--- config.mk ---
export PLATFORM = sky130hd
export DESIGN_NAME = wsrs_lane
export DESIGN_NICKNAME = d
export VERILOG_FILES = /design/src/hdl/wsrs_pkg.sv /design/src/hdl/wsrs_lane.sv
export SDC_FILE = /design/constraint.sdc
export NUM_CORES = 1
export LEC_CHECK = 0
export ABC_AREA = 1
export BUFFER_PORTS_ARGS = -buffer_cell sky130_fd_sc_hd__buf_2
export CORE_ASPECT_RATIO = 0.8
export CORE_MARGIN = 8
export CORE_UTILIZATION = 30
export DETAILED_ROUTE_END_ITERATION = 10
export PLACE_DENSITY = 0.52
export SKIP_CTS_REPAIR_TIMING = 1
export SYNTH_ARGS = -nofsm -noshare
export SYNTH_HDL_FRONTEND = slang
export SYNTH_SLANG_ARGS = --single-unit
--- constraint.sdc ---
create_clock -name clk -period 19.7 [get_ports clk]
set_input_delay 4.925 -clock clk [delete_from_list [all_inputs] [get_ports clk]]
set_output_delay 4.925 -clock clk [all_outputs]
set_load 0.01 [all_outputs]
--- src/hdl/wsrs_pkg.sv ---
package wsrs_pkg;

	// Maximum number of covariate columns carried by one row.
	localparam int unsigned MAX_COLS = 8;

	// Fixed field widths.
	localparam int unsigned VAL_W  = 16;   // Q4.12 covariates, coefficients, outcome
	localparam int unsigned WGT_W  = 16;   // Q8.8 row weight
	localparam int unsigned IDX_W  = 4;    // configuration register index
	localparam int unsigned PROD_W = 2 * VAL_W;   // Q8.24 lane product
	localparam int unsigned R24_W  = 38;   // residual in Q.24, room for eight products
	localparam int unsigned FRAC_DROP = 12;       // Q.24 to Q.12
	localparam int unsigned RFULL_W = R24_W - FRAC_DROP;
	localparam int unsigned RES_W  = 24;   // saturated Q12.12 residual
	localparam int unsigned SQ_W   = 2 * RES_W - 1;   // residual squared, never negative
	localparam int unsigned TERM_W = SQ_W + WGT_W - 1; // weighted square, halved
	localparam int unsigned ACC_W  = 63;   // accumulator magnitude, 0 .. 2^63-1
	localparam int unsigned LOSS_W = 64;

	localparam logic signed [RFULL_W-1:0] RES_MAX = RFULL_W'((1 << (RES_W - 1)) - 1);
	localparam logic signed [RFULL_W-1:0] RES_MIN = -RFULL_W'(1 << (RES_W - 1));
	localparam logic signed [R24_W-1:0]   RND_HALF = R24_W'(1 << (FRAC_DROP - 1));

	// Per-row sideband that travels alongside the arithmetic.
	typedef struct packed {
		logic             valid;
		logic             last;
		logic             sat;
		logic [WGT_W-1:0] weight;
	} tag_t;

endpackage

--- src/hdl/wsrs_lane.sv ---
module wsrs_lane (
	input  logic                                 clk,
	input  logic                                 advance,
	input  logic signed [wsrs_pkg::VAL_W-1:0]    cov,
	input  logic signed [wsrs_pkg::VAL_W-1:0]    coef,
	output logic signed [wsrs_pkg::PROD_W-1:0]   prod_s1
);

	// One column: exact Q8.24 product of covariate and coefficient.
	always_ff @(posedge clk) begin
		if (advance) begin
			prod_s1 <= cov * coef;
		end
	end

endmodule

Word level (Yosys, flattened, before mapping)
Index checks and enable logic that the tools add are counted.

Register bits after elaboration: 32. Input port bits: 34.

Multipliers: 1.

Operators with widths (count): multiplier 16 x 16 -> 32 bit (1).

Depth between registers and ports, before layout
Word-level depth: 1. Depth in mapped cells: 26. Mapped depth without buffers: 25.

Least setup slack after synthesis
OpenSTA, ideal clock, no wires.

Path type: input to register. From: input coef[5] (netlist bit). To: register prod_s1[31] (netlist bit) (data pin). Slack: 9.558 ns. Stages on the path: 21. Buffers on the path: 2. Arrival: 9.890 ns. Required time: 19.448 ns. Library setup time: 0.252 ns. Cells stage by stage: clkbuf_1 -> clkbuf_1 -> nand2_1 -> fa_1 -> inv_1 -> fa_1 -> inv_1 -> fa_1 -> fa_1 -> fa_1 -> fa_1 -> inv_1 -> ha_1 -> nand2_1 -> nor3_4 -> and2_1 -> nand2_1 -> inv_1 -> nor2_1 -> nand2_1 -> nand2_1.

Word-level cells in the longest chain between the ends: 1.

Ends and longest elaborated chain: from (decl) (RTL line wsrs_lane.sv:5) `input logic signed [wsrs_pkg::VAL_W-1:0] coef,`; multiplier 16 x 16 -> 32 bit (RTL line wsrs_lane.sv:12) `prod_s1 <= cov * coef;`; to (signal assigned) (RTL line wsrs_lane.sv:12); to (decl) (RTL line wsrs_lane.sv:6) `output logic signed [wsrs_pkg::PROD_W-1:0] prod_s1`.

No other way between the ends. A chain may end at the register's enable or synchronous reset.

Final worst setup path
From: input coef[1] (netlist bit). To: register prod_s1[28] (netlist bit) (data pin).

Same word-level chain as after synthesis.

==> summary.txt <==
Status
  • Status: completed

Clocking
  • Clk sinks: 32
  • H-Tree Depth: 2
  • CTS Buffer Depth: 2
  • Clock-pin slew on the worst setup and hold paths: 50 ps
  • CTS Buf Count: 5
  • CTS tree: built
  • Root buffer cell: clkbuf_16

Synth
  • Syn Nets: 1862
  • Mapped Cells: 1484
  • Synth top area cells: fa_1, inv_1, nand2_1
  • Yosys top cell by area: fa_1
  • Share of the synthesized area in the top cell type: 44.4%
  • Avg Inst Size Synth: 7.97 um2
  • YS warnings: 0
  • Synthesized area: 0.0118 mm2
  • #FFs+latches synth: 32
  • Register area share after synthesis: 8.13%
  • Distinct cells, synth: 28

Floorplanning
  • Die H: 194 um
  • Top-level port count: 66
  • Number of core rows: 65
  • Die area: 0.0461 mm2
  • Core Area: 0.0391 mm2
  • Die width: 238 um
  • Starting density of the core: 30.2%

Critical path
  • Max incr delay on CP: 850 ps
  • Setup crit end kind: register
  • CP most frequent cell: fa_1
  • Startpoint Class: primary input
  • Bufs and invs on worst path: 4
  • CP arrival: 10440 ps
  • CP max-delay cell: fa_1
  • Critical path, cell by cell: buf_2 > nand2_1 > inv_1 > fa_1 > fa_1 > inv_1 > fa_1 > inv_1 > fa_1 > fa_1 > fa_1 > ha_1 > nand2_1 > nor2_1 > nand2_1 > nor3_1 > nand2_1 > nand4_1 > nand2_1
  • Worst Path Class, Setup: primary input to register
  • Worst EP required: 19730 ps
  • Top Family by Delay on Critical Path: adder cells
  • Max FO, Critical Path: 16

STA
  • RSZ-0062 raised after global routing: no
  • Max transition margin: 49.3%
  • Total negative setup slack: 0 ps
  • Fmax: 0.0961 GHz
  • Final period util: 52.8%
  • Final hold vios: 0
  • Worst-Margin Slew: 761 ps
  • Tmin final: 10410 ps
  • Final setup violation count: 0
  • Pins Over Slew Limit: 0

Min path
  • Hold EP: prod_s1[0]
  • HP Class: primary input to register
  • Hold_sp: coef[0]
  • Hold path depth: 3

Routing
  • Number of DRC markers in iteration 0: 545
  • Total Routed Length: 29200 um
  • Via count: 8903
  • Drt via density: 4.38
  • DRT Pass-1 Iters: 5
  • Residual DRC: 0
  • Antenna viol nets, final: 0
  • Routed wire per std cell: 14.4 um

Global routing
  • GR Overflow Total: 0
  • Initial antenna violation count: 0
  • Vias in the first global route: 9735
  • Largest net degree at the start of global routing: 33
  • First-pass GRT wire length: 50900 um
  • GRT Overall Usage: 13.5%

Final layout
  • Fraction of final layout cells sized beyond drive strength 1: 8.28%
  • Reg with most FFs: prod_s1
  • Nets: 1875
  • Regs by FF count: prod_s1 x32
  • N_diodes: 0
  • Area grow syn2layout: 7.97%
  • Max FFs per register: 32

Place
  • Detailed placement HPWL: 25200 um
  • IO buf count: 65
  • GPL Wtd Cong: 0.878

Job
  • Max Cap Viol: 0
cell usage in the layout (no fill, tap or decap):
| master | n |
|---|---|
| nor2_1 | 38 |
| xor2_1 | 17 |
| buf_2 | 65 |
| a21o_1 | 3 |
| and2_1 | 2 |
| bufinv_16 | 1 |
| nand4_1 | 12 |
| o21ai_1 | 2 |
| xnor2_1 | 2 |
| clkinvlp_4 | 1 |
| fa_1 | 262 |
| nand2_1 | 384 |
| or2_2 | 4 |
| inv_1 | 462 |
| ha_1 | 82 |
| clkbuf_16 | 5 |
| nand3_2 | 3 |
| nor2_4 | 5 |
| nand2_2 | 13 |
| nor3_4 | 2 |
| nand3_1 | 29 |
| o21bai_1 | 6 |
| a21oi_2 | 2 |
| nor2_2 | 10 |
| edfxtp_1 | 32 |
| a21oi_1 | 26 |
| nor3_2 | 2 |
| nand3b_1 | 2 |
| inv_2 | 10 |
| nor3_1 | 4 |
| clkinv_2 | 1 |
| o21ai_0 | 9 |
cell usage after synthesis:
library cell,number
a21o_1,3
and2_1,2
ha_1,82
xnor2_1,2
nor3_4,2
nor2_2,10
inv_1,462
nor3_2,2
a21oi_2,2
a21oi_1,26
o21ai_0,9
or2_2,4
nand2_2,13
nand2_1,384
nor3_1,4
xor2_1,17
o21ai_1,2
nand3_2,3
nand4_1,12
fa_1,262
nor2_4,5
clkbuf_1,59
o21bai_1,6
nand3b_1,2
nor2_1,38
edfxtp_1,32
inv_2,10
nand3_1,29
area by class of cell:
type | instances | area [um2]
Fill cell | 4194 | 26400
Inverter | 472 | 1770
Sequential cell | 32 | 961
Multi-Input combinational cell | 921 | 8870
Clock buffer | 5 | 125
Timing Repair Buffer | 65 | 325
Clock inverter | 3 | 42.5
Tap cell | 536 | 671
layer usage:
| layer | global-route usage, % | share of wire (%) |
|---|---|---|
| met5 | 0 | 0 |
| met4 | 2.19 | 1.3 |
| met2 | 22.1 | 46 |
| met3 | 1.88 | 5.5 |
| met1 | 19.0 | 47 |
how the worst max path moves through the flow:
stage	start	endpoint	cells after the start	slack (ps)
finish	coef[1]	prod_s1[28]	19	9290
floorplan	coef[5]	prod_s1[31]	21	9560
global placement	coef[1]	prod_s1[28]	19	9190
detailed placement	coef[1]	prod_s1[28]	19	9080
CTS	coef[1]	prod_s1[28]	19	9340
global route	coef[1]	prod_s1[28]	19	8950
kinds of logic (layout without fill, tap and decap cells):
family,count (synthesis),after routing,synth area share [%]
adders and majority gates,344,344,53.0
DFF,32,32,8.13
buffers and inverters,531,545,16.9
AOI/OAI and AO/OA,48,48,2.29
and+or+nand+nor,510,510,18.3
xor gates and xnor gates,19,19,1.41
stage by stage:
step                      setup slack (ps)  util [%]  cell area [um2]  hold WS [ps]  cells
after floorplan                       9560         -            11800          5040   1484
after global placement                9190      32.2            12600          5340   2026
after detailed placement              9080      32.2            12600          5340   2026
after CTS                             9340      32.6            12800          5210   2034
after global routing                  8950      32.6            12800          5230   2034
final                                 9290      32.6            12800          5210   2034
Power is left out: the tool's default activity adds up to more than one toggle a clock period on the data nets, which glitch-free logic cannot reach.
