==> src/hdl/wsrs_pkg.sv <==
package wsrs_pkg;

	// Maximum number of covariate columns carried by one row.
	localparam int unsigned MAX_COLS = 8;

	// Fixed field widths.
	localparam int unsigned VAL_W  = 16;   // Q4.12 covariates, coefficients, outcome
	localparam int unsigned WGT_W  = 16;   // Q8.8 row weight
	localparam int unsigned IDX_W  = 4;    // configuration register index
	localparam int unsigned PROD_W = 2 * VAL_W;   // Q8.24 lane product
	localparam int unsigned R24_W  = 38;   // residual in Q.24, room for eight products
	localparam int unsigned FRAC_DROP = 12;       // Q.24 to Q.12
	localparam int unsigned RFULL_W = R24_W - FRAC_DROP;
	localparam int unsigned RES_W  = 24;   // saturated Q12.12 residual
	localparam int unsigned SQ_W   = 2 * RES_W - 1;   // residual squared, never negative
	localparam int unsigned TERM_W = SQ_W + WGT_W - 1; // weighted square, halved
	localparam int unsigned ACC_W  = 63;   // accumulator magnitude, 0 .. 2^63-1
	localparam int unsigned LOSS_W = 64;

	localparam logic signed [RFULL_W-1:0] RES_MAX = RFULL_W'((1 << (RES_W - 1)) - 1);
	localparam logic signed [RFULL_W-1:0] RES_MIN = -RFULL_W'(1 << (RES_W - 1));
	localparam logic signed [R24_W-1:0]   RND_HALF = R24_W'(1 << (FRAC_DROP - 1));

	// Per-row sideband that travels alongside the arithmetic.
	typedef struct packed {
		logic             valid;
		logic             last;
		logic             sat;
		logic [WGT_W-1:0] weight;
	} tag_t;

endpackage

==> src/hdl/wsrs_merge.sv <==
module wsrs_merge #(
	parameter int unsigned NUM_COLS = wsrs_pkg::MAX_COLS
) (
	input  logic                                  clk,
	input  logic                                  arst_n,
	input  logic                                  advance,
	input  logic signed [wsrs_pkg::PROD_W-1:0]    prod_s1 [NUM_COLS],
	input  logic signed [wsrs_pkg::VAL_W-1:0]     outcome_s1,
	input  wsrs_pkg::tag_t                        tag_s1,
	output logic signed [wsrs_pkg::RES_W-1:0]     res_s3,
	output wsrs_pkg::tag_t                        tag_s3
);

	logic signed [wsrs_pkg::R24_W-1:0]   r24_d;
	logic signed [wsrs_pkg::R24_W-1:0]   r24_s2;
	wsrs_pkg::tag_t                      tag_s2;
	logic signed [wsrs_pkg::R24_W-1:0]   rnd;
	logic signed [wsrs_pkg::RFULL_W-1:0] rfull;
	logic signed [wsrs_pkg::RES_W-1:0]   res_d;
	logic                                sat_d;
	wsrs_pkg::tag_t                      tag_d;

	// Combine the lane products and subtract them from the aligned outcome.
	always_comb begin
		r24_d = wsrs_pkg::R24_W'(outcome_s1) <<< wsrs_pkg::FRAC_DROP;
		for (int j = 0; j < NUM_COLS; j++) begin
			r24_d = r24_d - wsrs_pkg::R24_W'(prod_s1[j]);
		end
	end

	// Round to Q.12 with ties upward, then clamp to Q12.12.
	always_comb begin
		rnd   = r24_s2 + wsrs_pkg::RND_HALF;
		rfull = rnd[wsrs_pkg::R24_W-1:wsrs_pkg::FRAC_DROP];
		sat_d = 1'b0;
		res_d = rfull[wsrs_pkg::RES_W-1:0];
		if (rfull > wsrs_pkg::RES_MAX) begin
			res_d = wsrs_pkg::RES_MAX[wsrs_pkg::RES_W-1:0];
			sat_d = 1'b1;
		end else if (rfull < wsrs_pkg::RES_MIN) begin
			res_d = wsrs_pkg::RES_MIN[wsrs_pkg::RES_W-1:0];
			sat_d = 1'b1;
		end
		tag_d     = tag_s2;
		tag_d.sat = tag_s2.sat | sat_d;
	end

	// Payload registers of both stages.
	always_ff @(posedge clk) begin
		if (advance) begin
			r24_s2 <= r24_d;
			res_s3 <= res_d;
		end
	end

	// Sideband registers; only the valid bit needs reset.
	always_ff @(posedge clk or negedge arst_n) begin
		if (!arst_n) begin
			tag_s2 <= '0;
			tag_s3 <= '0;
		end else if (advance) begin
			tag_s2 <= tag_s1;
			tag_s3 <= tag_d;
		end
	end

endmodule

==> config.mk <==
export PLATFORM = sky130hd
export DESIGN_NAME = wsrs_merge
export DESIGN_NICKNAME = d
export VERILOG_FILES = /design/src/hdl/wsrs_pkg.sv /design/src/hdl/wsrs_merge.sv
export SDC_FILE = /design/constraint.sdc
export NUM_CORES = 1
export LEC_CHECK = 0
export BUFFER_PORTS_ARGS = -buffer_cell sky130_fd_sc_hd__buf_2
export CAP_MARGIN = 20
export CORE_MARGIN = 10
export CORE_UTILIZATION = 54
export DETAILED_ROUTE_END_ITERATION = 8
export GPL_ROUTABILITY_DRIVEN = 1
export PLACE_DENSITY = 0.91
export SLEW_MARGIN = 30
export SYNTH_ARGS = -nofsm -noshare
export SYNTH_HDL_FRONTEND = slang
export SYNTH_SLANG_ARGS = --single-unit
==> constraint.sdc <==
create_clock -name clk -period 3.25 [get_ports clk]
set_clock_uncertainty 0.2 [all_clocks]
set_input_delay 0.1625 -clock clk [delete_from_list [all_inputs] [get_ports clk]]
set_output_delay 0.1625 -clock clk [all_outputs]
set_load 0.01 [all_outputs]
Yosys cells after proc, flatten, opt, wreduce, memory -nomap -nowiden
Cells that the tools add are included.
W data, S select, Z words.
{"block": "totals", "register_bits": 100, "out_inout_bits": 43, "input_bits": 294, "elab_cells": 25}
{"block": "classes", "bitwise_logic": 1, "magnitude_cmp": 2, "addsub": 9, "mux": 3}
{"operator": "$sub A38 B32 Y38", "count": 2}
{"operator": "$add A38 B13 Y38 const B", "count": 1}
{"operator": "$sub A37 B32 Y38", "count": 1}
{"operator": "$sub A36 B32 Y37", "count": 1}
{"operator": "$sub A35 B32 Y36", "count": 1}
{"operator": "$sub A34 B32 Y35", "count": 1}
{"operator": "$sub A33 B32 Y34", "count": 1}
{"operator": "$sub A28 B32 Y33", "count": 1}
{"operator": "$gt A26 B24 Y1 const B", "count": 1}
{"operator": "$lt A26 B24 Y1 const B", "count": 1}
{"operator": "$mux W24", "count": 1}
{"operator": "$mux W1", "count": 2}
{"operator": "$or A1 B1 Y1", "count": 1}

Longest topological paths before layout
{"block": "logic_depth", "ltp_word": 8, "ltp_mapped": 18, "depth_no_buf": 18}

Worst setup path after synthesis
OpenSTA, ideal clock, no wires.
{"block": "synth_timing", "path_type": "input -> register", "startpoint": "input port prod_s1[170] (netlist name)", "endpoint": "register r24_s2[26] (netlist name), data pin", "slack_ns": -1.547, "n_path_buf": 0, "arrival_time_ns": 4.335, "setup_ns": 0.262, "required_time_ns": 2.788, "path_stages": 16, "cell_sequence": "inv_1 > fa_1 > fa_1 > fa_1 > inv_1 > fa_1 > inv_1 > ha_1 > a21o_1 > a21o_1 > a221oi_4 > a211oi_1 > o31a_1 > a31oi_2 > o21ai_1 > xor2_1"}
{"block": "synth_between", "elab_chain_len": 6}
{"element": "start: declaration", "line": "wsrs_merge.sv:7", "rtl": "input logic signed [wsrs_pkg::PROD_W-1:0] prod_s1 [NUM_COLS],"}
{"element": "$sub A34 B32 Y35", "line": "wsrs_merge.sv:27", "rtl": "r24_d = r24_d - wsrs_pkg::R24_W'(prod_s1[j]);"}
{"element": "$sub A35 B32 Y36", "line": "wsrs_merge.sv:27"}
{"element": "$sub A36 B32 Y37", "line": "wsrs_merge.sv:27"}
{"element": "$sub A37 B32 Y38", "line": "wsrs_merge.sv:27"}
{"element": "$sub A38 B32 Y38 (2 in series)", "line": "wsrs_merge.sv:27"}
{"element": "named net r24_d (one bit)", "line": "wsrs_merge.sv:14", "rtl": "logic signed [wsrs_pkg::R24_W-1:0] r24_d;"}
{"element": "end signal: assignment", "line": "wsrs_merge.sv:51", "rtl": "r24_s2 <= r24_d;"}
{"element": "end: declaration", "line": "wsrs_merge.sv:15", "rtl": "logic signed [wsrs_pkg::R24_W-1:0] r24_s2;"}
The timed path passes the listed nets, and every way through them passes these cells.
A chain may end at the register's enable or synchronous reset.

Final worst setup path
{"block": "layout_timing", "startpoint": "input port prod_s1[232] (netlist name)", "endpoint": "register r24_s2[32] (netlist name), data pin"}
{"block": "layout_between", "elab_chain_len": 8}
{"element": "$sub A28 B32 Y33", "line": "wsrs_merge.sv:27"}
{"element": "$sub A33 B32 Y34", "line": "wsrs_merge.sv:27"}
{"element": "$sub A34 B32 Y35", "line": "wsrs_merge.sv:27"}
{"element": "$sub A35 B32 Y36", "line": "wsrs_merge.sv:27"}
{"element": "$sub A36 B32 Y37", "line": "wsrs_merge.sv:27"}
{"element": "$sub A37 B32 Y38", "line": "wsrs_merge.sv:27"}
{"element": "$sub A38 B32 Y38 (2 in series)", "line": "wsrs_merge.sv:27"}
{"element": "named net r24_d (one bit)", "line": "wsrs_merge.sv:14"}
The timed path passes the listed nets, and every way through them passes these cells.

==> results_dict.tcl <==
set metrics [dict create \
    h-tree-depth 3 \
    tightest_slew_ns 0.846 \
    die_w_um 163 \
    rows 52 \
    cp_top_family "adder cells" \
    crit_top_cell "fa_1" \
    synth_top_area_cell "fa_1" \
    seqPwrFrac 0.138 \
    ys_seq_area_frac 0.224 \
    synth_edf_count 51 \
    power_mw 17.7 \
    violations "negative setup slack" \
    rsz0062_at_grt "true" \
    arrival_ns 4.46 \
    internal_power_mw 9.90 \
    reg2reg_depth 8 \
    p_switching_mw 7.78 \
    synth_area_um2 11100 \
    dp_hpwl_um 24600 \
    routedWlPerCell_um 15.8 \
    num_vias 8528 \
    setup_slack_ns -1.33 \
    cp-endpoint "r24_s2[32]" \
    r2r-start "r24_s2[29]" \
    core_area_um2 20200 \
    outcome "finished, violations left" \
    grt-ovfl-total 0 \
    yosys-top-cells-area "fa_1, inv_1, edfxtp_1" \
    peakVddDrop_mv 0.707 \
    r2r-end "res_s3[15]" \
    syn_nets 1634 \
    final_net_count 2072 \
    io_pins 337 \
    drive_gt1_frac 0.363 \
    place_area_um2 13800 \
    syn_inst 1079 \
    relSlewSlack 0.436 \
    cp_num_cells 19 \
    hold_class "primary input to flop" \
    min_path_cells 1 \
    critPathKind "primary input to flop" \
    dr.pass1.iters 4 \
    comb_power_share 0.800 \
    holdWs_ns 0.198 \
    drc 0 \
    grt_antenna_before_repair 0 \
    portBuffers 336 \
    grt_pass1_vias 9974 \
    avgSynthCellArea_um2 10.2 \
    drv_cap 0 \
    setup_violations 27 \
    fill_cells 1417 \
    finalCritPeriodShare 1.41 \
    hold_viol 0 \
    grt_max_degree 92 \
    cp_slowest_cell "fa_1" \
    ys_types 58 \
    clock.fmax_mhz 218 \
    vias_per_cell 4.76 \
    drt-total-wl_um 28300 \
    place_ws_ns -1.84 \
    fp.dieH_um 163 \
    power_density_nw_per_um2 1210 \
    synth_common_cells "inv_1, fa_1, edfxtp_1" \
    clock_path_buffers 2 \
    clk_pin_slew_ns 0.07 \
    numClockSinks 89 \
    ys_ff_latch 89 \
    critPathCaptureType "flop" \
    swShare 0.440 \
    ff2ff_setup_slack_ns 0.40 \
    synth_ff_type "edfxtp_1" \
    crit_fanout 3 \
    period_needed_ns 4.58 \
    gp_congestion 0.920 \
    p_leak_nw 7.85 \
    cp.required_ns 3.13 \
    synthArstFlopShare 0.427 \
    drtIter0Drc 348 \
    path_buf_inv 6 \
    numCtsBuffers 9 \
    start_kind "primary input" \
    worstSetupStartpoint "prod_s1[232]" \
    root_buffer "clkbuf_16" \
    synth_warnings 0 \
    final_cell_area_um2 14700 \
    grt_pass1_wl_um 46100 \
    yosysMostFrequentCell "inv_1" \
    cts_tree "yes" \
    dieArea_um2 26600 \
    p_clk_frac 0.063 \
    slew_viol_final 0 \
    crit_path_cell_trace "buf_6, inv_2, fa_1, fa_1, fa_1, inv_2, fa_1, inv_2, ha_4, nand4_1, nor4_4, o21ai_4, a2111oi_4, buf_4, o31ai_4, a21boi_2, buf_4, nor3_2, o32a_1" \
    track_usage 0.213 \
    cp_slowest_stage_delay_ns 0.57 \
    initial_utilization 0.548 \
    synth.top_cell.area_share 0.387 \
    clkLatencyLatePin_ns 0.33 \
    syn_to_final_growth_pct 32.6 \
    final_antenna_net_count 0 \
]
sequential cells by signal, indices dropped and copies added (netlist names):
name and flops:
res_s3 24, r24_s2 27, tag_s3 19, tag_d 18, tag_s2 1
cell families after synthesis:
family,synth area share
flops,0.224
mux,0.0367
buf+inv,0.151
simple gates,0.0489
fa+ha+maj,0.441
xor+xnor,0.0325
compound gates,0.0661
layout by cell type (no fill, tap or decap), types with 16 or more instances in the layout:
cell type,netlist,layout
ha_1,47,30
edfxtp_1,51,51
fa_1,214,214
xor2_1,20,20
ha_4,0,16
o21ai_0,31,30
buf_4,1,78
xnor2_1,21,20
buf_2,2,330
dfrtp_1,38,38
mux2_2,36,36
inv_1,432,410
dlygate4sd3_1,0,20
inv_2,0,21
nand2_1,22,19
final cells by class:
class,instances,area (um2),area share
Clock buffer,13,314,0.0214
Multi-Input combinational cell,548,7340,0.500
Timing Repair Buffer,437,2540,0.173
Clock inverter,3,23.8,0.00162
Antenna cell,1,2.50,0.000171
Inverter,432,1620,0.111
Sequential cell,89,2480,0.169
Tap cell,270,338,0.0230
power groups by stage:
stage	Sequential, mW	Combinational, mW	Clock (mW)
finish	2.44	14.1	1.11
global route	2.47	15.7	1.17
CTS	2.43	13.7	1.12
detailed placement	2.45	12.7	0
global placement	2.41	12.2	0
floorplan	2.48	8.26	0
worst min path at each step:
| stage | slack [ns] | startpoint | end |
|---|---|---|---|
| finish | 0.20 | advance | res_s3[23] |
| floorplan | -0.33 | arst_n | tag_d[0] |
| global placement | 0.08 | arst_n | tag_d[5] |
| global route | 0.22 | advance | res_s3[23] |
| CTS | 0.28 | arst_n | tag_s3[0] |
| detailed placement | 0.1 | arst_n | tag_s3[0] |
metal layers:
metal / global-route usage / share of wire / vias to the layer above / wire length [um]
met1: 0.228 / 0.36 / 4134 / 10200
met2: 0.410 / 0.55 / 297 / 15600
met5: 0 / 0 / - / 0
met4: 0.0607 / 0.025 / 0 / 712
li1: - / - / 4041 / -
met3: 0.0428 / 0.061 / 56 / 1720
through the flow:
step           setup TNS (ns)  cells  utilization
6_report               -30.60   1793        0.727
5_1_grt                -35.33   1792        0.727
4_1_cts                -30.24   1789        0.722
3_5_place_dp           -41.72   1744        0.683
3_3_place_gp           -39.88   1744        0.683
2_1_floorplan          -27.96   1079            -
timing repair:
item	in CTS	in global routing
gates resized for setup	42	12
hold buffers	20	0
setup endpoints to repair	27	27
setup buffers	9	3
hold endpoints to repair	57	0
pin swaps	40	10
(Power assumes the default switching activity.)
