**src/hdl/wsrs_pkg.sv**
```systemverilog
package wsrs_pkg;

	// Maximum number of covariate columns carried by one row.
	localparam int unsigned MAX_COLS = 8;

	// Fixed field widths.
	localparam int unsigned VAL_W  = 16;   // Q4.12 covariates, coefficients, outcome
	localparam int unsigned WGT_W  = 16;   // Q8.8 row weight
	localparam int unsigned IDX_W  = 4;    // configuration register index
	localparam int unsigned PROD_W = 2 * VAL_W;   // Q8.24 lane product
	localparam int unsigned R24_W  = 38;   // residual in Q.24, room for eight products
	localparam int unsigned FRAC_DROP = 12;       // Q.24 to Q.12
	localparam int unsigned RFULL_W = R24_W - FRAC_DROP;
	localparam int unsigned RES_W  = 24;   // saturated Q12.12 residual
	localparam int unsigned SQ_W   = 2 * RES_W - 1;   // residual squared, never negative
	localparam int unsigned TERM_W = SQ_W + WGT_W - 1; // weighted square, halved
	localparam int unsigned ACC_W  = 63;   // accumulator magnitude, 0 .. 2^63-1
	localparam int unsigned LOSS_W = 64;

	localparam logic signed [RFULL_W-1:0] RES_MAX = RFULL_W'((1 << (RES_W - 1)) - 1);
	localparam logic signed [RFULL_W-1:0] RES_MIN = -RFULL_W'(1 << (RES_W - 1));
	localparam logic signed [R24_W-1:0]   RND_HALF = R24_W'(1 << (FRAC_DROP - 1));

	// Per-row sideband that travels alongside the arithmetic.
	typedef struct packed {
		logic             valid;
		logic             last;
		logic             sat;
		logic [WGT_W-1:0] weight;
	} tag_t;

endpackage

```
**src/hdl/wsrs_loss.sv**
```systemverilog
module wsrs_loss (
	input  logic                                  clk,
	input  logic                                  arst_n,
	input  logic                                  advance,
	input  logic signed [wsrs_pkg::RES_W-1:0]     res_s3,
	input  wsrs_pkg::tag_t                        tag_s3,
	output logic                                  out_valid,
	output logic signed [wsrs_pkg::LOSS_W-1:0]    neg_loss,
	output logic                                  saturated
);

	logic signed [2*wsrs_pkg::RES_W-1:0]       sq_full;
	logic [wsrs_pkg::SQ_W-1:0]                 sq_s4;
	wsrs_pkg::tag_t                            tag_s4;
	logic [wsrs_pkg::SQ_W+wsrs_pkg::WGT_W-1:0] wsq_full;
	logic [wsrs_pkg::TERM_W-1:0]               term_s5;
	wsrs_pkg::tag_t                            tag_s5;
	logic [wsrs_pkg::ACC_W-1:0]                acc_q;
	logic                                      sat_q;
	logic [wsrs_pkg::LOSS_W-1:0]               sum;
	logic [wsrs_pkg::ACC_W-1:0]                acc_d;
	logic                                      sat_d;

	// Square of the residual, then the weighted square halved.
	assign sq_full  = res_s3 * res_s3;
	assign wsq_full = sq_s4 * tag_s4.weight;

	always_ff @(posedge clk) begin
		if (advance) begin
			sq_s4   <= sq_full[wsrs_pkg::SQ_W-1:0];
			term_s5 <= wsq_full[wsrs_pkg::SQ_W+wsrs_pkg::WGT_W-1:1];
		end
	end

	// Saturating accumulation; the top bit of the sum flags overflow.
	always_comb begin
		sum   = wsrs_pkg::LOSS_W'(acc_q) + wsrs_pkg::LOSS_W'(term_s5);
		acc_d = sum[wsrs_pkg::ACC_W-1:0];
		sat_d = sat_q | tag_s5.sat;
		if (sum[wsrs_pkg::LOSS_W-1]) begin
			acc_d = '1;
			sat_d = 1'b1;
		end
	end

	// Sideband, accumulator and the output register.
	always_ff @(posedge clk or negedge arst_n) begin
		if (!arst_n) begin
			tag_s4    <= '0;
			tag_s5    <= '0;
			acc_q     <= '0;
			sat_q     <= 1'b0;
			out_valid <= 1'b0;
			neg_loss  <= '0;
			saturated <= 1'b0;
		end else if (advance) begin
			tag_s4    <= tag_s3;
			tag_s5    <= tag_s4;
			out_valid <= tag_s5.valid & tag_s5.last;
			if (tag_s5.valid) begin
				if (tag_s5.last) begin
					neg_loss  <= '0 - wsrs_pkg::LOSS_W'(acc_d);
					saturated <= sat_d;
					acc_q     <= '0;
					sat_q     <= 1'b0;
				end else begin
					acc_q <= acc_d;
					sat_q <= sat_d;
				end
			end
		end
	end

endmodule
```
**config.mk**
```make
export PLATFORM = sky130hd
export DESIGN_NAME = wsrs_loss
export DESIGN_NICKNAME = d
export VERILOG_FILES = /design/src/hdl/wsrs_pkg.sv /design/src/hdl/wsrs_loss.sv
export SDC_FILE = /design/constraint.sdc
export NUM_CORES = 2
export LEC_CHECK = 0
export BUFFER_PORTS_ARGS = -buffer_cell sky130_fd_sc_hd__clkbuf_2
export CORE_UTILIZATION = 55
export CTS_BUF_LIST = sky130_fd_sc_hd__clkbuf_16
export DETAILED_ROUTE_END_ITERATION = 8
export PLACE_DENSITY_LB_ADDON = 0.12
export SYNTH_ARGS = -nofsm -noshare
export SYNTH_HDL_FRONTEND = slang
export SYNTH_SLANG_ARGS = --single-unit
export TNS_END_PERCENT = 100
```
**constraint.sdc**
```tcl
create_clock -name clk -period 8.8 [get_ports clk]
set_input_delay 0.44 -clock clk [delete_from_list [all_inputs] [get_ports clk]]
set_output_delay 0.44 -clock clk [all_outputs]
set_load 0.01 [all_outputs]
```
After elaboration in Yosys (flattened, before gate mapping)
Cells that the tools add are included.
Storage, ports and cells
  output and inout port bits: 66
  register bits: 261
  word-level logic and storage cells: 26
  bits of input ports: 46
Operators by class
  bitwise operators: 2
  $mul: 2
  muxes and demuxes: 4
  reduce and logical (&&, ||, !) cells: 2
  $add $sub $neg: 2
Operators with widths (count)
  two-way mux 63 bit: 2
  adder 63 x 62 -> 64 bit: 1
  subtractor 1 x 63 -> 64 bit (first input constant): 1
  multiplier 47 x 16 -> 63 bit: 1
  multiplier 24 x 24 -> 47 bit: 1
  AND reduction 3 bit: 1
  two-way mux 1 bit: 2
  AND reduction 2 bit: 1
  AND 1 bit: 1
  bitwise OR 1 bit: 1

Longest topological paths before layout
  word-level depth: 3
  depth in mapped cells: 30

Least setup slack after synthesis
OpenSTA, ideal clock, no wires.
  path kind: input to register
  start point: input port res_s3[1] in the netlist's numbering
  end point: register sq_s4[45] in the netlist's numbering, data pin
  buffers on the path: 2
  setup time: 265 ps
  slack: 1215 ps
  data required time: 8535 ps
  stages: 29
  arrival time: 7320 ps
  cells stage by stage: clkbuf_1 > clkbuf_1 > nand2_1 > fa_1 > fa_1 > inv_1 > fa_1 > inv_1 > fa_1 > inv_1 > fa_1 > fa_1 > inv_1 > fa_1 > inv_1 > ha_1 > nand3_1 > a21oi_1 > a221o_1 > a41oi_1 > o311a_1 > nor4b_1 > o41a_1 > nand3_1 > o2bb2ai_1 > o21bai_1 > a21oi_1 > o21ai_0 > xor2_1
On the way
  word-level cells in the longest chain between the ends: 1
RTL lines
  from (decl): line wsrs_loss.sv:5  | input logic signed [wsrs_pkg::RES_W-1:0] res_s3,
  multiplier 24 x 24 -> 47 bit: line wsrs_loss.sv:25  | assign sq_full = res_s3 * res_s3;
  via sq_full (one bit): line wsrs_loss.sv:12  | logic signed [2*wsrs_pkg::RES_W-1:0] sq_full;
  to (signal assigned): line wsrs_loss.sv:30  | sq_s4 <= sq_full[wsrs_pkg::SQ_W-1:0];
  to (decl): line wsrs_loss.sv:13  | logic [wsrs_pkg::SQ_W-1:0] sq_s4;
The timed path passes the listed nets, and every way through them passes these cells.
A chain may end at the register's enable or synchronous reset.

Worst setup path in the final report
  start point: register tag_s4[8] in the netlist's numbering
  end point: register term_s5[61] in the netlist's numbering, data pin
On the way
  word-level cells in the longest chain between the ends: 1
RTL lines
  from (decl): line wsrs_loss.sv:14  | wsrs_pkg::tag_t tag_s4;
  from (signal assigned): line wsrs_loss.sv:57  | tag_s4 <= tag_s3;
  multiplier 47 x 16 -> 63 bit: line wsrs_loss.sv:26  | assign wsq_full = sq_s4 * tag_s4.weight;
  via wsq_full (one bit): line wsrs_loss.sv:15  | logic [wsrs_pkg::SQ_W+wsrs_pkg::WGT_W-1:0] wsq_full;
  to (signal assigned): line wsrs_loss.sv:31  | term_s5 <= wsq_full[wsrs_pkg::SQ_W+wsrs_pkg::WGT_W-1:1];
  to (decl): line wsrs_loss.sv:16  | logic [wsrs_pkg::TERM_W-1:0] term_s5;
The timed path passes the listed nets, and every way through them passes these cells.

==> flow_metrics.env <==
export IMPL_dp_cells=7351
export IMPL_io_pins=112
export IMPL_track_usage_pct=28.4
export IMPL_postCtsSetupRepairBufs=0
export IMPL_worst_slew_pin_slew_ps=1020
export IMPL_core_area_mm2=0.100
export IMPL_ys_seq_area_share_pct=12.6
export IMPL_drt_pass1_iter_count=5
export IMPL_relSlewSlack_pct=31.8
export IMPL_synth_area_leader_cell="fa_1"
export IMPL_ctsResizeCount=0
export IMPL_syn2layout_area_growth_pct=5.05
export IMPL_synth_edf_count=108
export IMPL_crit_top_cell="fa_1"
export IMPL_cts_tree="done"
export IMPL_io_buffers=111
export IMPL_routed_wl_um=141000
export IMPL_status="completed"
export IMPL_min_period_over_period_pct=92.6
export IMPL_min_period_ps=8150
export IMPL_die_area_mm2=0.103
export IMPL_crit_type="flop to flop"
export IMPL_setup_viol=0
export IMPL_grt_pass1_wl_um=231000
export IMPL_critical_path_max_stage_delay_ps=990
export IMPL_drc=0
export IMPL_hold_viol=0
export IMPL_nets=7580
export IMPL_max_freq_mhz=123
export IMPL_r2r_start="tag_s4[8]$_DFFE_PN0P_"
export IMPL_cts_sinks=260
export IMPL_viasPerCell=5.46
export IMPL_instances_no_fill=7405
export IMPL_syn_mean_instance_area_um2=9.22
export IMPL_htreeDepth=1
export IMPL_synth_cell_type_count=100
export IMPL_critPathCaptureType="flop"
export IMPL_overflow=0
export IMPL_synth_top_area_share_pct=41.8
export IMPL_vias=40400
export IMPL_layout_drive_gt1_share_pct=4.98
export IMPL_dieWidth_um=321
export IMPL_clk_pin_slew_ps=90
export IMPL_crit_start="tag_s4[8]$_DFFE_PN0P_"
export IMPL_maxCapViolations=0
export IMPL_antenna_found_initial=2
export IMPL_dpl_cell_area_mm2=0.0578
export IMPL_synthCells=6065
export IMPL_ant_nets=0
export IMPL_critical_path_top_delay_family="adder cells"
export IMPL_worstSetupStartpointType="flop"
export IMPL_worstHoldStart="tag_s3[12]"
export IMPL_rsz0062_at_grt="false"
export IMPL_fill_cells=9027
export IMPL_rows=116
export IMPL_grt_max_degree=89
export IMPL_cts_buffers=28
export IMPL_ys_top_cells_by_area="fa_1 (42%), inv_1 (8.7%), ha_1 (7.7%)"
export IMPL_min_path_type="primary input to flop"
export IMPL_cts_root_buf="clkbuf_16"
export IMPL_drtIter0Drc=2605
export IMPL_critPathBufInv=4
export IMPL_skew_ps=28.8
export IMPL_initial_core_util_pct=55.7
export IMPL_die_h_um=321
export IMPL_worstSkewPairLatency_ps=610
export IMPL_fin_setup_tns_ps=0
export IMPL_cp_slowest_cell="dfrtp_1"
export IMPL_arrival_ps=8490
export IMPL_synthFlopType="dfrtp_1"
export IMPL_cts_buffer_depth=3
export IMPL_final_area_mm2=0.0587
export IMPL_ys_ff_latch=260
export IMPL_avgRoutedWirePerCell_um=19.0
export IMPL_place_ws_ps=398
export IMPL_syn_area_mm2=0.0559
export IMPL_slew_viol_final=0
export IMPL_setup_ws_ps=651
export IMPL_grt_pass1_vias=43000
export IMPL_hpwl_um=114000
export IMPL_cp_data_required_time_ps=9140
export IMPL_async_flop_share_pct=58.5
export IMPL_yosysWarnings=0
export IMPL_gp_congestion=0.950
export IMPL_crit_fanout=19
==> repair_timing <==
action	CTS	global route
setup endpoints to repair	0	0
hold buffers	1	0
endpoints found under the hold margin	81	0
==> path summary, 6_finish.rpt <==
| path | endpoint | slack (ps) | cells after the start |
|---|---|---|---|
| min | tag_s4[12]$_DFFE_PN0P_ | 70 | 2 |
| max in group asynchronous | tag_s4[4]$_DFFE_PN0P_ | 6830 | 3 |
| min in group asynchronous | acc_q[0]$_DFFE_PN0P_ | 520 | 2 |
| max reg2reg | term_s5[61]$_DFFE_PP_ | 650 | 25 |
| min reg2reg | neg_loss[6]$_DFFE_PN0P_ | 470 | 2 |
| max | term_s5[61]$_DFFE_PP_ | 650 | 25 |
==> final cells by class <==
type	instances	area, um^2	area share [%]
clock buffer	30	751	1.28
timing repair buffer	182	1150	1.96
multi-input combinational	4252	43100	73.3
sequential	260	7050	12.0
tap	1357	1700	2.89
clock inverter	22	140	0.239
inverter	1301	4880	8.31
antenna	1	2.50	0.00426
==> synthesized netlist by cell type, types with 6 or more instances <==
cell type,instances
nand4_1,32
nand3_1,62
clkbuf_1,250
xor2_1,85
o31a_1,6
nand2_1,927
nor2b_1,31
dfrtp_1,152
o31ai_1,24
a21boi_0,6
inv_1,1301
nor4_1,10
nor3b_1,6
fa_1,1167
o21bai_1,25
a21oi_1,180
o211ai_1,21
and4_1,10
nor3_1,43
xnor2_1,130
or3_1,8
o21a_1,31
o21ai_0,163
mux2_2,24
mux2i_1,7
or4_1,6
a31oi_1,18
a211oi_1,33
nor2_1,165
a22o_1,30
edfxtp_1,108
ha_1,342
nand2b_1,34
and3_1,30
and2_1,354
o21ai_1,23
o2111ai_1,6
a21o_1,82
or2_2,11
==> per-stage QoR <==
step	hold WS [ps]	utilization (%)
2_1_floorplan	144	-
3_3_place_gp	455	57.6
3_5_place_dp	466	57.6
4_1_cts	45.3	58.5
5_1_grt	61.3	58.5
6_report	73.3	58.5
==> cells in the final DEF, fill, tap and decap left out, drive strengths merged, types with 25 or more instances in the layout <==
cell type | synthesis | final
a211oi | 35 | 35
a21o | 82 | 82
a21oi | 182 | 182
a22o | 30 | 30
and2 | 355 | 355
and3 | 30 | 30
buf | 6 | 72
clkbuf | 251 | 139
dfrtp | 152 | 152
edfxtp | 108 | 108
fa | 1167 | 1167
ha | 342 | 342
inv | 1301 | 1311
nand2 | 927 | 927
nand2b | 34 | 34
nand3 | 63 | 63
nand4 | 33 | 33
nor2 | 166 | 166
nor2b | 31 | 31
nor3 | 45 | 45
o21a | 31 | 31
o21ai | 187 | 187
o21bai | 25 | 25
xnor2 | 130 | 130
xor2 | 85 | 85
==> flip-flops by register name, summed over array words and instances (netlist names) <==
name / flops
out_valid: 1
tag_s4: 19
sat_q: 1
tag_s5: 3
neg_loss: 64
sq_s4: 46
term_s5: 62
acc_q: 63
saturated: 1
==> worst reg2reg max path, stage by stage, from the launching register on <==
cell and delay [ps]:
dfrtp_1 990, nand2_1 240, fa_1 560, inv_1 50, fa_1 480, fa_1 520
fa_1 510, inv_1 50, fa_1 470, inv_1 50, fa_1 430, ha_1 380
a21oi_1 270, o21bai_1 120, a21o_1 180, a21o_1 180, a211oi_1 340, a211oi_1 190
a2111oi_1 450, buf_4 210, o31a_1 200, o21ai_1 180, a21o_1 260, a221o_1 330
a21oi_1 170, xnor2_1 80
==> routing by layer <==
layer | track usage [%] | vias up | share of wire, %
met1 | 41.2 | 20400 | 45
li1 | - | 18500 | -
met4 | 7.37 | 2 | 2.6
met3 | 3.07 | 194 | 6.4
met2 | 45.5 | 1291 | 46
met5 | 0 | - | 0.0085
==> cell families after synthesis <==
group / after synthesis / share of synthesized area (%)
compound gates: 723 / 8.42
xor+xnor: 215 / 3.37
fa+ha+maj: 1509 / 49.4
mux: 31 / 0.609
simple gates: 1767 / 15.1
buf+inv: 1558 / 10.5
other cells: 2 / 0.0134
flops: 260 / 12.6
Power is not shown: default switching activity piles up to over one toggle a cycle in this logic, so the estimate is an artifact.
